[config.mk]
export PLATFORM = sky130hd
export DESIGN_NAME = gamma_corrected_multichannel_pwm_unit_flat
export DESIGN_NICKNAME = d
export VERILOG_FILES = /design/src/rtl/gcmp_pkg.sv /design/src/rtl/gcmp_if.sv /design/src/rtl/gamma_corrected_multichannel_pwm_unit.sv /design/src/rtl/gcmp_gamma.sv /design/src/flat_wrapper.sv
export SDC_FILE = /design/constraint.sdc
export NUM_CORES = 2
export LEC_CHECK = 0
export BUFFER_PORTS_ARGS = -buffer_cell sky130_fd_sc_hd__buf_2
export CORE_AREA = 2 2 402 404
export CTS_BUF_LIST = sky130_fd_sc_hd__clkbuf_4
export CTS_CLUSTER_SIZE = 16
export DETAILED_ROUTE_END_ITERATION = 8
export DIE_AREA = 0 0 404 406
export GPL_TIMING_DRIVEN = 0
export SETUP_SLACK_MARGIN = 0.05
export SYNTH_ARGS = -nofsm -noshare
export SYNTH_HDL_FRONTEND = slang
export SYNTH_HIERARCHICAL = 1
export SYNTH_SLANG_ARGS = --single-unit
[constraint.sdc]
create_clock -name clk_i -period 13.95 [get_ports clk_i]
set_input_delay 1.395 -clock clk_i [delete_from_list [all_inputs] [get_ports clk_i]]
set_output_delay 1.395 -clock clk_i [all_outputs]
set_load 0.02 [all_outputs]
[src/rtl/gcmp_pkg.sv]
// Package: request codes, state types and gamma constants for the PWM unit.
package gcmp_pkg;

  localparam int unsigned NumCh     = 8;
  localparam int unsigned FracBits  = 16;
  localparam int unsigned CycleW    = 20;
  localparam int unsigned DutyW     = 15;
  localparam int unsigned ValW      = 16;
  localparam int unsigned TimeW     = 32;
  localparam logic [CycleW-1:0] CycleRst = 20'd10000;
  localparam logic [DutyW-1:0]  DutyRst  = 15'd255;
  // ceil(2^26 / 5), exact quotient for dividends below 2^26
  localparam logic [23:0] Recip5 = 24'd13421773;

  typedef enum logic [1:0] {
    REQ_TICK   = 2'd0,
    REQ_DUTY   = 2'd1,
    REQ_LEVEL  = 2'd2,
    REQ_RECOMP = 2'd3
  } gcmp_req_e;

  typedef enum logic {
    CFG_CYCLE = 1'b0,
    CFG_DMAX  = 1'b1
  } gcmp_cfg_e;

  typedef enum logic [1:0] {
    ST_IDLE,
    ST_DUTY_WAIT,
    ST_RC_SCAN,
    ST_RC_WAIT
  } gcmp_st_e;

  typedef enum logic [3:0] {
    G_IDLE,
    G_DIV,
    G_NORM,
    G_SQR,
    G_SCL,
    G_DIV5,
    G_EXP,
    G_SHF,
    G_MUL
  } gcmp_gst_e;

  typedef struct packed {
    logic [DutyW-1:0]  target;
    logic [DutyW-1:0]  maxv;
    logic [CycleW-1:0] cycle;
  } gcmp_greq_t;

  function automatic logic [63:0] gcmp_isqrt(input logic [63:0] v);
    logic [63:0] res;
    logic [63:0] bv;
    logic [63:0] x;
    res = '0;
    bv  = 64'd1 << 62;
    x   = v;
    for (int i = 0; i < 32; i++) begin
      if (x >= res + bv) begin
        x   = x - (res + bv);
        res = (res >> 1) + bv;
      end else begin
        res = res >> 1;
      end
      bv = bv >> 2;
    end
    return res;
  endfunction

  // Q30 root 2^-(2^-j)
  function automatic logic [63:0] gcmp_c(input int j);
    logic [63:0] c;
    c = 64'd1 << 29;
    for (int i = 0; i < j; i++) begin
      c = gcmp_isqrt(c << 30);
    end
    return c;
  endfunction

endpackage

[src/rtl/gcmp_if.sv]
// Interfaces: request channel and pin word channel.
interface gcmp_req_if;
  logic        valid;
  logic        ready;
  logic [1:0]  req_type;
  logic [2:0]  channel;
  logic [15:0] level_value;
  logic [31:0] now_us;
  modport source (output valid, req_type, channel, level_value, now_us, input ready);
  modport sink (input valid, req_type, channel, level_value, now_us, output ready);
endinterface

interface gcmp_out_if;
  logic       valid;
  logic       ready;
  logic [7:0] pin_levels;
  modport source (output valid, pin_levels, input ready);
  modport sink (input valid, pin_levels, output ready);
endinterface

[src/rtl/gamma_corrected_multichannel_pwm_unit.sv]
// Top level: eight-pin level/PWM driver with gamma-corrected duty.
// Tick and level requests finish when taken; a tick that changes the pins sends
// its word the cycle after. A duty request runs the gamma unit (16-step divider,
// up to 15 normalize steps, 16 squarings, 16 root products on one multiplier).
// A recompute runs the gamma unit once per enabled channel.
// Reset is asynchronous active low: all pins low, PWM off, registers at defaults.
module gamma_corrected_multichannel_pwm_unit (
  input  logic        clk_i,
  input  logic        rst_ni,
  gcmp_req_if.sink    req,
  gcmp_out_if.source  out,
  input  logic        cfg_we_i,
  input  logic        cfg_idx_i,
  input  logic [19:0] cfg_wdata_i
);
  import gcmp_pkg::*;

  gcmp_st_e          st_q, st_d;
  logic [2:0]        ch_q, ch_d;
  logic [CycleW-1:0] cyc_q;
  logic [DutyW-1:0]  dmax_q;
  logic [DutyW-1:0]  tgt_q [NumCh];
  logic [CycleW-1:0] ont_q [NumCh];
  logic [NumCh-1:0]  en_q, en_d, hp_q, hp_d;
  logic [7:0]        pin_q, pin_d, last_q, last_d, odata_q, odata_d;
  logic [TimeW-1:0]  cstart_q, cstart_d;
  logic              ovld_q, ovld_d;

  logic              acc;
  logic              tgt_we;
  logic [DutyW-1:0]  clamp;
  logic              gstart;
  gcmp_greq_t        greq;
  logic              gdone;
  logic [CycleW-1:0] gres;

  logic [TimeW-1:0]  elapsed, el2;
  logic              newc;
  logic [NumCh-1:0]  tk_hp;
  logic [7:0]        tk_pin;

  assign req.ready = (st_q == ST_IDLE) && (!ovld_q || out.ready);
  assign acc       = req.valid && req.ready;
  assign clamp     = (req.level_value < {1'b0, dmax_q}) ? req.level_value[DutyW-1:0] : dmax_q;

  gcmp_gamma u_gamma (
    .clk_i     (clk_i),
    .rst_ni    (rst_ni),
    .start_i   (gstart),
    .req_i     (greq),
    .done_o    (gdone),
    .on_time_o (gres)
  );

  assign elapsed = req.now_us - cstart_q;
  assign newc    = elapsed >= {12'd0, cyc_q};
  assign el2     = newc ? '0 : elapsed;

  always_comb begin
    tk_hp  = hp_q;
    tk_pin = pin_q;
    for (int i = 0; i < NumCh; i++) begin
      if (en_q[i] && newc) begin
        tk_hp[i]  = ont_q[i] != '0;
        tk_pin[i] = ont_q[i] != '0;
      end
      if (en_q[i] && tk_hp[i] && el2 >= {12'd0, ont_q[i]} && ont_q[i] < cyc_q) begin
        tk_hp[i]  = 1'b0;
        tk_pin[i] = 1'b0;
      end
    end
  end

  always_comb begin
    st_d     = st_q;
    ch_d     = ch_q;
    en_d     = en_q;
    hp_d     = hp_q;
    pin_d    = pin_q;
    last_d   = last_q;
    odata_d  = odata_q;
    cstart_d = cstart_q;
    ovld_d   = ovld_q && !out.ready;
    tgt_we   = 1'b0;
    gstart   = 1'b0;
    greq     = '{target: tgt_q[ch_q], maxv: dmax_q, cycle: cyc_q};
    unique case (st_q)
      ST_IDLE: begin
        if (acc) begin
          ch_d = req.channel;
          unique case (gcmp_req_e'(req.req_type))
            REQ_DUTY: begin
              en_d[req.channel] = 1'b1;
              tgt_we            = 1'b1;
              gstart            = 1'b1;
              greq.target       = clamp;
              st_d              = ST_DUTY_WAIT;
            end
            REQ_LEVEL: begin
              en_d[req.channel]  = 1'b0;
              pin_d[req.channel] = req.level_value[0];
            end
            REQ_RECOMP: begin
              ch_d = '0;
              st_d = ST_RC_SCAN;
            end
            REQ_TICK: begin
              if (newc) begin
                cstart_d = req.now_us;
              end
              hp_d  = tk_hp;
              pin_d = tk_pin;
              if (tk_pin != last_q) begin
                last_d  = tk_pin;
                odata_d = tk_pin;
                ovld_d  = 1'b1;
              end
            end
            default: begin
              st_d = ST_IDLE;
            end
          endcase
        end
      end
      ST_DUTY_WAIT: begin
        if (gdone) begin
          st_d = ST_IDLE;
        end
      end
      ST_RC_SCAN: begin
        if (en_q[ch_q]) begin
          gstart = 1'b1;
          st_d   = ST_RC_WAIT;
        end else if (ch_q == 3'(NumCh - 1)) begin
          st_d = ST_IDLE;
        end else begin
          ch_d = ch_q + 3'd1;
        end
      end
      ST_RC_WAIT: begin
        if (gdone) begin
          if (ch_q == 3'(NumCh - 1)) begin
            st_d = ST_IDLE;
          end else begin
            ch_d = ch_q + 3'd1;
            st_d = ST_RC_SCAN;
          end
        end
      end
      default: begin
        st_d = ST_IDLE;
      end
    endcase
  end

  always_ff @(posedge clk_i or negedge rst_ni) begin
    if (!rst_ni) begin
      st_q     <= ST_IDLE;
      ch_q     <= '0;
      cyc_q    <= CycleRst;
      dmax_q   <= DutyRst;
      en_q     <= '0;
      hp_q     <= '0;
      pin_q    <= '0;
      last_q   <= '0;
      cstart_q <= '0;
      ovld_q   <= 1'b0;
      for (int i = 0; i < NumCh; i++) begin
        tgt_q[i] <= '0;
        ont_q[i] <= '0;
      end
    end else begin
      st_q     <= st_d;
      ch_q     <= ch_d;
      en_q     <= en_d;
      hp_q     <= hp_d;
      pin_q    <= pin_d;
      last_q   <= last_d;
      cstart_q <= cstart_d;
      ovld_q   <= ovld_d;
      if (cfg_we_i) begin
        unique case (gcmp_cfg_e'(cfg_idx_i))
          CFG_CYCLE: cyc_q  <= cfg_wdata_i;
          CFG_DMAX:  dmax_q <= cfg_wdata_i[DutyW-1:0];
          default:   cyc_q  <= cyc_q;
        endcase
      end
      if (tgt_we) begin
        tgt_q[req.channel] <= clamp;
      end
      if (gdone) begin
        ont_q[ch_q] <= gres;
      end
    end
  end

  always_ff @(posedge clk_i) begin
    odata_q <= odata_d;
  end

  assign out.valid      = ovld_q;
  assign out.pin_levels = odata_q;

  a_word_from_tick: assert property (@(posedge clk_i) disable iff (!rst_ni)
    $rose(ovld_q) |-> $past(acc && req.req_type == REQ_TICK))
    else $error("pin word without a tick");

  a_done_when_busy: assert property (@(posedge clk_i) disable iff (!rst_ni)
    gdone |-> (st_q == ST_DUTY_WAIT || st_q == ST_RC_WAIT))
    else $error("gamma result while not waiting");

  a_busy_not_ready: assert property (@(posedge clk_i) disable iff (!rst_ni)
    (st_q != ST_IDLE) |-> !req.ready)
    else $error("request taken while busy");

endmodule

[src/rtl/gcmp_gamma.sv]
// Iterative gamma 2.2 on-time unit sharing one 32x32 multiplier.
module gcmp_gamma (
  input  logic                       clk_i,
  input  logic                       rst_ni,
  input  logic                       start_i,
  input  gcmp_pkg::gcmp_greq_t       req_i,
  output logic                       done_o,
  output logic [gcmp_pkg::CycleW-1:0] on_time_o
);
  import gcmp_pkg::*;

  gcmp_gst_e         st_q, st_d;
  logic [3:0]        cnt_q, cnt_d;
  logic [DutyW-1:0]  tgt_q, tgt_d, max_q, max_d, rem_q, rem_d;
  logic [CycleW-1:0] cyc_q, cyc_d, res_q, res_d;
  logic [15:0]       quo_q, quo_d, frac_q, frac_d;
  logic [30:0]       m_q, m_d, r_q, r_d;
  logic [3:0]        p_q, p_d;
  logic [24:0]       e_q, e_d;
  logic [16:0]       g_q, g_d;
  logic              done_q, done_d;

  logic [31:0] mul_a, mul_b;
  logic [63:0] prod;
  logic [15:0] rem2;
  logic        qbit;
  logic [15:0] qn;
  logic [31:0] sq;
  logic [20:0] nval;
  logic [6:0]  sh;
  logic [30:0] rsh;
  logic [30:0] ctab [16];

  for (genvar j = 0; j < 16; j++) begin : g_ctab
    localparam logic [63:0] CV = gcmp_c(j + 1);
    assign ctab[j] = CV[30:0];
  end

  assign prod = mul_a * mul_b;
  assign rem2 = {rem_q, 1'b0};
  assign qbit = rem2 >= {1'b0, max_q};
  assign qn   = {quo_q[14:0], qbit};
  assign sq   = prod[61:30];
  assign nval = {(5'd16 - {1'b0, p_q}), 16'd0} - {5'd0, frac_q};
  assign sh   = {1'b0, e_q[21:16]} + 7'd14;
  assign rsh  = r_q >> sh;

  always_comb begin
    unique case (st_q)
      G_SQR: begin
        mul_a = {1'b0, m_q};
        mul_b = {1'b0, m_q};
      end
      G_DIV5: begin
        mul_a = {7'd0, e_q};
        mul_b = {8'd0, Recip5};
      end
      G_EXP: begin
        mul_a = {1'b0, r_q};
        mul_b = {1'b0, ctab[cnt_q]};
      end
      G_MUL: begin
        mul_a = {15'd0, g_q};
        mul_b = {12'd0, cyc_q};
      end
      default: begin
        mul_a = '0;
        mul_b = '0;
      end
    endcase
  end

  always_comb begin
    st_d   = st_q;
    cnt_d  = cnt_q;
    tgt_d  = tgt_q;
    max_d  = max_q;
    cyc_d  = cyc_q;
    rem_d  = rem_q;
    quo_d  = quo_q;
    m_d    = m_q;
    p_d    = p_q;
    frac_d = frac_q;
    e_d    = e_q;
    r_d    = r_q;
    g_d    = g_q;
    res_d  = res_q;
    done_d = 1'b0;
    unique case (st_q)
      G_IDLE: begin
        if (start_i) begin
          tgt_d = req_i.target;
          max_d = req_i.maxv;
          cyc_d = req_i.cycle;
          cnt_d = '0;
          rem_d = req_i.target;
          quo_d = '0;
          if (req_i.target == '0 || req_i.maxv == '0) begin
            res_d  = '0;
            done_d = 1'b1;
          end else if (req_i.target >= req_i.maxv) begin
            g_d  = 17'd1 << FracBits;
            st_d = G_MUL;
          end else begin
            st_d = G_DIV;
          end
        end
      end
      G_DIV: begin
        rem_d = qbit ? DutyW'(rem2 - {1'b0, max_q}) : rem2[DutyW-1:0];
        quo_d = qn;
        cnt_d = cnt_q + 4'd1;
        if (cnt_q == 4'd15) begin
          if (qn == '0) begin
            res_d  = '0;
            done_d = 1'b1;
            st_d   = G_IDLE;
          end else begin
            m_d  = {qn, 15'd0};
            p_d  = 4'd15;
            st_d = G_NORM;
          end
        end
      end
      G_NORM: begin
        if (m_q[30]) begin
          cnt_d  = '0;
          frac_d = '0;
          st_d   = G_SQR;
        end else begin
          m_d = {m_q[29:0], 1'b0};
          p_d = p_q - 4'd1;
        end
      end
      G_SQR: begin
        frac_d = {frac_q[14:0], sq[31]};
        m_d    = sq[31] ? sq[31:1] : sq[30:0];
        cnt_d  = cnt_q + 4'd1;
        if (cnt_q == 4'd15) begin
          st_d = G_SCL;
        end
      end
      G_SCL: begin
        e_d  = {nval, 3'd0} + {3'd0, nval, 1'b0} + {4'd0, nval};
        st_d = G_DIV5;
      end
      G_DIV5: begin
        e_d   = {3'd0, prod[47:26]};
        r_d   = 31'd1 << 30;
        cnt_d = '0;
        st_d  = G_EXP;
      end
      G_EXP: begin
        if (e_q[~cnt_q]) begin
          r_d = prod[60:30];
        end
        cnt_d = cnt_q + 4'd1;
        if (cnt_q == 4'd15) begin
          st_d = G_SHF;
        end
      end
      G_SHF: begin
        g_d  = (sh >= 7'd63) ? '0 : rsh[16:0];
        st_d = G_MUL;
      end
      G_MUL: begin
        res_d  = prod[35:16];
        done_d = 1'b1;
        st_d   = G_IDLE;
      end
      default: begin
        st_d = G_IDLE;
      end
    endcase
  end

  always_ff @(posedge clk_i or negedge rst_ni) begin
    if (!rst_ni) begin
      st_q   <= G_IDLE;
      done_q <= 1'b0;
    end else begin
      st_q   <= st_d;
      done_q <= done_d;
    end
  end

  always_ff @(posedge clk_i) begin
    cnt_q  <= cnt_d;
    tgt_q  <= tgt_d;
    max_q  <= max_d;
    cyc_q  <= cyc_d;
    rem_q  <= rem_d;
    quo_q  <= quo_d;
    m_q    <= m_d;
    p_q    <= p_d;
    frac_q <= frac_d;
    e_q    <= e_d;
    r_q    <= r_d;
    g_q    <= g_d;
    res_q  <= res_d;
  end

  assign done_o    = done_q;
  assign on_time_o = res_q;

endmodule

[src/flat_wrapper.sv]
// flat-port wrapper written by rule: the top's interface ports become plain ports
module gamma_corrected_multichannel_pwm_unit_flat import gcmp_pkg::*;
  (clk_i, rst_ni, cfg_we_i, cfg_idx_i, cfg_wdata_i, req_valid, req_req_type, req_channel, req_level_value, req_now_us, req_ready, out_valid, out_pin_levels, out_ready);
  gcmp_req_if req_i ();
  gcmp_out_if out_i ();
  input  logic clk_i;
  input  logic rst_ni;
  input  logic cfg_we_i;
  input  logic cfg_idx_i;
  input  logic [19:0] cfg_wdata_i;
  input wire logic [$bits(req_i.valid)-1:0] req_valid;
  input wire logic [$bits(req_i.req_type)-1:0] req_req_type;
  input wire logic [$bits(req_i.channel)-1:0] req_channel;
  input wire logic [$bits(req_i.level_value)-1:0] req_level_value;
  input wire logic [$bits(req_i.now_us)-1:0] req_now_us;
  output wire logic [$bits(req_i.ready)-1:0] req_ready;
  output wire logic [$bits(out_i.valid)-1:0] out_valid;
  output wire logic [$bits(out_i.pin_levels)-1:0] out_pin_levels;
  input wire logic [$bits(out_i.ready)-1:0] out_ready;
  assign req_i.valid = req_valid;
  assign req_i.req_type = req_req_type;
  assign req_i.channel = req_channel;
  assign req_i.level_value = req_level_value;
  assign req_i.now_us = req_now_us;
  assign req_ready = req_i.ready;
  assign out_valid = out_i.valid;
  assign out_pin_levels = out_i.pin_levels;
  assign out_i.ready = out_ready;
  gamma_corrected_multichannel_pwm_unit u_core (.clk_i(clk_i), .rst_ni(rst_ni), .req(req_i), .out(out_i), .cfg_we_i(cfg_we_i), .cfg_idx_i(cfg_idx_i), .cfg_wdata_i(cfg_wdata_i));
endmodule
==> Word level (Yosys, flattened, before mapping) <==
Memories as Yosys holds them, arrays and structs flattened.
Index checks and enable logic that the tools add are counted.
{ "totals": {"regBits": 611, "latch_bits": 0, "mem_bits_rw": 0, "romBits": 496, "input_bits": 79, "output_inout_bits": 10, "word_cells": 345, "memories": 1} }
{ "memory_table": {"columns": ["memory", "words", "word_bits", "rd", "rd_ports_with_merged_regs", "write_ports", "line_no", "source"], "rows": [
  ["(name not given)", 16, 31, 1, 0, 0, "gcmp_gamma.sv:60", "mul_b = {1'b0, ctab[cnt_q]};"]
]} }
{ "classes": {"addsub": 10, "multipliers": 1, "div": 0, "magnitude_cmp": 30, "eq_ne": 35, "n_shift": 1, "muxes": 128, "n_bitwise": 8, "n_reduce_logical": 89} }
{ "ops": {"columns": ["cell", "n"], "rows": [
  ["greater-or-equal comparator 32 x 20 -> 1 bit", 9],
  ["one-hot mux 31 bit (4 select lines)", 2],
  ["two-way mux 31 bit", 7],
  ["bitwise mux 160 bit", 1],
  ["< comparator 20 bit", 8],
  ["nonzero test 20 bit", 8],
  ["two-way mux 15 bit", 10],
  ["bitwise mux 120 bit", 1],
  ["two-way mux 20 bit", 5],
  ["one-hot mux 31 bit (3 select lines)", 1],
  ["two-way mux 17 bit", 4],
  ["multiplier 31 x 31 -> 62 bit", 1],
  ["one-hot mux 31 bit (2 select lines)", 1],
  ["demux 20 bit (select 3 bit)", 1],
  ["one-hot mux 15 bit (2 select lines)", 2],
  ["one-hot mux 20 bit (3 select lines)", 1],
  ["one-hot mux 25 bit (2 select lines)", 1],
  ["two-way mux 4 bit", 12],
  ["two-way mux 1 bit", 47],
  ["binary-select mux 15 bit (select 3 bit)", 1],
  ["demux 15 bit (select 3 bit)", 1],
  ["logical AND 1 bit", 38],
  ["one-hot mux 17 bit (2 select lines)", 1],
  ["two-way mux 32 bit", 1],
  ["other kinds (72)", 138]
]} }

==> Depth between registers and ports, before layout <==
{ "depth": {"word_depth": 13, "ltp_mapped": 41, "ltp_nobuf": 37} }

==> Cells and area by module <==
Netlist, hierarchy kept.
{ "by_module_without_submodules": {"columns": ["mod", "n_inst", "cells_per_inst", "area_each_um2", "seq_area_each_um2"], "rows": [
  ["gcmp_gamma", 1, 4984, 44475.2, 6521.3],
  ["gamma_corrected_multichannel_pwm_unit", 1, 2942, 26948.3, 9890.7]
]} }

==> Worst setup path after synthesis <==
No wires, ideal clock.
{ "synth_timing": {"kind": "flip-flop to flip-flop", "start": "register u_core.u_gamma.cnt_q[1]", "end": "register u_core.u_gamma.m_q[21] (data pin)", "arrival_time_ns": 9.543, "slack_ns": 4.153, "stages_incl_launch_ff": 36, "path_buffers": 3, "period_less_slack_ns": 9.797, "path_cell_list": "edfxtp_1 buf_1 inv_1 ha_1 inv_1 o21ai_0 a21oi_1 a221oi_1 clkbuf_1 nor2_1 fa_1 inv_1 fa_1 inv_1 fa_1 inv_1 fa_1 inv_1 fa_1 fa_1 fa_1 fa_1 ha_1 clkbuf_1 nand4_1 nor3_1 o21ai_0 and3_1 or2_2 a21bo_1 a211oi_4 or2b_1 inv_2 a221oi_2 o21ai_1 o21a_1"} }
{ "synth_via": {"elab_chain_cells": 8} }
{ "synth_rtl": {"columns": ["element", "line_no", "source"], "rows": [
  ["start, declared", "gcmp_gamma.sv:13", "logic [3:0] cnt_q, cnt_d;"],
  ["start signal, assigned", "gcmp_gamma.sv:188", "cnt_q <= cnt_d;"],
  ["inverter 4 -> 5 bit (implied by the code)", "gcmp_gamma.sv:60", null],
  ["memory read (16 x 31 bit)", null, null],
  ["two-way mux 31 bit (implied by the code) (2 in a row)", "gcmp_gamma.sv:60", null],
  ["one-hot mux 31 bit (4 select lines)", "gcmp_gamma.sv:49", "unique case (st_q)"],
  ["multiplier 31 x 31 -> 62 bit", "gcmp_gamma.sv:39", "assign prod = mul_a * mul_b;"],
  ["two-way mux 31 bit", "gcmp_gamma.sv:137", "m_d = sq[31] ? sq[31:1] : sq[30:0];"],
  ["one-hot mux 31 bit (3 select lines)", "gcmp_gamma.sv:89", "unique case (st_q)"],
  ["via u_core.u_gamma.m_d[21]", "gcmp_gamma.sv:17", "logic [30:0] m_q, m_d, r_q, r_d;"],
  ["end signal, assigned", "gcmp_gamma.sv:194", "m_q <= m_d;"],
  ["end, declared", "gcmp_gamma.sv:17", null]
]} }
The timed path passes the listed nets, and every way through them passes these cells. The select of a mux whose other input is x is not followed.
A chain may end at the register's enable or synchronous reset.

==> Worst setup path after layout <==
{ "layout_timing": {"start": "register u_core.u_gamma.cnt_q[1]", "end": "register u_core.u_gamma.m_q[30] (data pin)"} }
Same word-level chain as after synthesis.

==> flow_summary.yaml <==
finish:
  areaGrowthSynthToFinish_pct: 7.90
  layout.cells.non_filler: 10400
  layout.nets: 9831
  design_area_um2: 77100
  final_core_util: 0.483
  drive_gt1_frac: 0.0725
critical_path:
  critical_path_class: "reg -> reg"
  crit_top_cell: "sky130_fd_sc_hd__fa_1"
  crit_path_top_delay_cell: "sky130_fd_sc_hd__clkbuf_1"
  critical-path-max-stage-delay_ns: 1.00
  critPathLaunchType: "flip-flop"
  cp_max_fo: 11
  crit_path_end_kind: "flip-flop"
  crit_arrival_ns: 14.15
  required_ns: 14.76
floorplanning:
  num_io_pins: 89
  die_area_um2: 164000
  core_um2: 160000
  core.rowCount: 147
  die-height_um: 406
  floorplan.die.width_um: 404
  floorplan.initialDensity: 0.447
grt:
  number_of_antenna_violations_at_the_first_check_in_global_routing: 14
  first_global_vias: 62500
  globalRoute.totalOverflow: 0
  grt_pass1_wl_mm: 412
  grt_use_total: 0.344
  grt_start_max_net_pins: 109
logic_synthesis:
  synth_ff_type: "sky130_fd_sc_hd__dfrtp_1"
  mappedNetlistArea_um2: 71400
  ys_seq_elements: 611
  synth-edff-count: 221
  synth.net_count: 9555
  synth.avg_cell_area_um2: 9.01
  sequential_cell_area_fraction_in_the_yosys_report: 0.230
  async_flop_share: 0.638
  synth_cell_type_count: 100
  postSynthCellCount: 7926
  synth_warnings: 6
drt:
  drt_pre_antenna_iters: 5
  via_count: 61400
  viasPerCell: 5.89
  route.antenna.remaining_nets: 0
  post_drt_wl_per_cell_um: 26.9
  detail_route.iter0.violations: 5683
  drcViolationCount: 0
  drt-total-wl_mm: 281
clock_network:
  master_cell_of_the_clock_root_buffer: "sky130_fd_sc_hd__clkbuf_4"
  cts-buffers-inserted: 168
  cts.clk_slew.worst_paths_ns: 0.07
  worst_skew_pair.late_latency_ns: 1.12
  h-tree-depth: 4
  cts_sinks: 611
  cts_tree: "built"
  cts_buffer_depth: 3
timing:
  fin_worst_skew_ns: 0.114
  period_share: 0.957
  finalHoldViolCount: 0
  rsz_0062_raised_after_global_routing: "no"
  timing.final.crit_period_ns: 13.35
  max_slew.worst_pin.slew_ns: 1.60
  final_max_slew_viol_count: 26
  timing.fmax_mhz: 74.9
  setup_viol_count_final: 0
  max-slew-margin-rel: -0.0716
place:
  place.port_buffers: 88
  place_congestion: 1.05
  post-place-cells: 10100
  postPlaceCellArea_um2: 74800
  place_hpwl_mm: 219
job:
  max_cap_violations: 3
worst_hold_path:
  worstHoldPathType: "in -> async"
run_status:
  failing_checks: "capacitance limit, slew limit"
  run_status: "finished, violations left"
## metrics by stage
step | hold WS, ns | setup TNS (ns) | worst slack (ns)
6_report | 0.270 | 0 | 0.605
3_3_place_gp | 0.430 | -20.51 | -0.782
2_1_floorplan | 0.425 | 0 | 4.15
5_1_grt | 0.220 | 0 | 0.253
4_1_cts | 0.151 | 0 | 0.602
3_5_place_dp | 0.429 | 0 | 0.699
## cells in the mapped netlist (14+ instances only)
master | number | share of area
sky130_fd_sc_hd__nor2b_1 | 38 | 0.0033
sky130_fd_sc_hd__edfxtp_1 | 221 | 0.093
sky130_fd_sc_hd__a221o_1 | 14 | 0.0020
sky130_fd_sc_hd__o221ai_1 | 21 | 0.0026
sky130_fd_sc_hd__nor3_1 | 95 | 0.0067
sky130_fd_sc_hd__a22oi_1 | 19 | 0.0020
sky130_fd_sc_hd__o21ai_0 | 341 | 0.024
sky130_fd_sc_hd__o211ai_1 | 28 | 0.0029
sky130_fd_sc_hd__nor2_1 | 775 | 0.041
sky130_fd_sc_hd__nand2b_1 | 65 | 0.0057
sky130_fd_sc_hd__ha_1 | 694 | 0.12
sky130_fd_sc_hd__inv_1 | 1204 | 0.063
sky130_fd_sc_hd__dfrtp_1 | 377 | 0.13
sky130_fd_sc_hd__fa_1 | 856 | 0.24
sky130_fd_sc_hd__buf_2 | 15 | 0.0011
sky130_fd_sc_hd__nand3_1 | 76 | 0.0053
sky130_fd_sc_hd__a211oi_1 | 33 | 0.0035
sky130_fd_sc_hd__o22ai_1 | 43 | 0.0038
sky130_fd_sc_hd__clkbuf_1 | 336 | 0.018
sky130_fd_sc_hd__and3_1 | 64 | 0.0056
sky130_fd_sc_hd__mux2_2 | 117 | 0.018
sky130_fd_sc_hd__a21oi_1 | 443 | 0.031
sky130_fd_sc_hd__a221oi_1 | 15 | 0.0018
sky130_fd_sc_hd__buf_1 | 25 | 0.0013
sky130_fd_sc_hd__nand2_1 | 1008 | 0.053
sky130_fd_sc_hd__nor4_1 | 66 | 0.0058
sky130_fd_sc_hd__mux2i_1 | 114 | 0.016
sky130_fd_sc_hd__and4_1 | 33 | 0.0040
sky130_fd_sc_hd__xor2_1 | 53 | 0.0065
sky130_fd_sc_hd__a31oi_1 | 27 | 0.0024
sky130_fd_sc_hd__a21o_1 | 161 | 0.017
sky130_fd_sc_hd__xnor2_1 | 70 | 0.0086
sky130_fd_sc_hd__and2_1 | 60 | 0.0053
sky130_fd_sc_hd__o21bai_1 | 15 | 0.0016
sky130_fd_sc_hd__or2_2 | 22 | 0.0019
sky130_fd_sc_hd__nand4_1 | 93 | 0.0081
sky130_fd_sc_hd__o21a_1 | 20 | 0.0021
sky130_fd_sc_hd__o31ai_1 | 28 | 0.0029
## worst max-delay path, delay by kind of cell (launching register included)
family / cells / cell delay (ns)
adder cells (fa/ha/maj): 10 / 4.95
AO/OA/AOI/OAI: 9 / 2.88
AND/OR/NAND/NOR: 6 / 1.18
buffers and inverters: 9 / 3.10
XOR/XNOR: 1 / 0.38
flip-flops: 1 / 0.53
## final timing paths
check	start	end	slack (ns)	cells after the start
setup / recovery	u_core/u_gamma/cnt_q[1]$_SDFFCE_PN0P_	u_core/u_gamma/m_q[30]$_DFFE_PP_	0.60	35
hold / removal	rst_ni	u_core/cstart_q[26]$_DFFE_PN0P_	0.27	1
setup reg to reg	u_core/u_gamma/cnt_q[1]$_SDFFCE_PN0P_	u_core/u_gamma/m_q[30]$_DFFE_PP_	0.60	35
hold reg to reg	u_core/cyc_q[17]$_DFFE_PN0P_	u_core/u_gamma/cyc_q[17]$_DFFE_PP_	0.43	0
max in group asynchronous	rst_ni	u_core/ont_q[25]$_DFFE_PN0P_	12.16	3
min in group clk_i	u_core/cyc_q[17]$_DFFE_PN0P_	u_core/u_gamma/cyc_q[17]$_DFFE_PP_	0.43	0
## repair_timing
item	CTS	global route
resized for setup	0	2
setup endpoints to repair	0	3
buffers inserted	0	3
hold buffers	0	0
## kinds of logic (layout without fill, tap and decap cells)
| family | after synthesis | after routing | synth area share |
|---|---|---|---|
| other | 0 | 7 | 0 |
| buffers and inverters | 1588 | 1990 | 0.0840 |
| AOI/OAI and AO/OA | 1348 | 1348 | 0.117 |
| and+or+nand+nor | 2458 | 2458 | 0.153 |
| adders and majority gates | 1550 | 1550 | 0.362 |
| xor gates and xnor gates | 123 | 123 | 0.0151 |
| DFF | 611 | 611 | 0.230 |
| muxes | 248 | 248 | 0.0394 |
## area by class of cell
| type | instances | area [um^2] |
|---|---|---|
| Clock buffer | 247 | 1850 |
| Buffer | 382 | 1490 |
| Fill cell | 15500 | 82600 |
| Timing Repair Buffer | 106 | 747 |
| Inverter | 1206 | 4530 |
| Antenna cell | 7 | 17.5 |
| Tap cell | 2086 | 2610 |
| Multi-Input combinational cell | 5727 | 49100 |
| Clock inverter | 49 | 328 |
| Sequential cell | 611 | 16400 |
## routing by layer
metal	global-route usage	share of wire	vias up
met1	0.418	0.38	30700
li1	-	-	26800
met5	0	0.00040	-
met2	0.546	0.45	2928
met3	0.0743	0.084	877
met4	0.240	0.081	18
## sequential cells by signal, summed over array words and instances, names as in the netlist, 15 cells and up, named ones only
register / flops
u_core/u_gamma/rem_q: 15
u_core/ont_q: 160
u_core/tgt_q: 120
u_core/u_gamma/cyc_q: 20
u_core/u_gamma/m_q: 31
u_core/cstart_q: 32
u_core/u_gamma/r_q: 31
u_core/dmax_q: 15
u_core/u_gamma/max_q: 15
u_core/u_gamma/quo_q: 15
u_core/cyc_q: 20
u_core/u_gamma/frac_q: 16
u_core/u_gamma/e_q: 25
u_core/u_gamma/on_time_o: 20
u_core/u_gamma/g_q: 17
## cell usage in the layout (no fill, tap or decap), drive strengths merged, types with 39 or more instances in the layout
cell,netlist,layout
nor2,776,776
xnor2,70,70
nand2,1008,1008
nand2b,65,65
inv,1205,1212
xor2,53,53
mux2,121,121
clkbuf,336,582
mux2i,114,114
o22ai,43,43
nor4,66,66
and2,64,64
nor3,96,96
fa,856,856
ha,694,694
buf,46,152
a21oi,443,443
dfrtp,377,377
nand4,94,94
a21o,161,161
o21ai,348,348
clkinv,1,39
edfxtp,221,221
and3,64,64
nand3,76,76
Power is not shown: default switching activity piles up to over one toggle a cycle in this logic, so the estimate is an artifact.
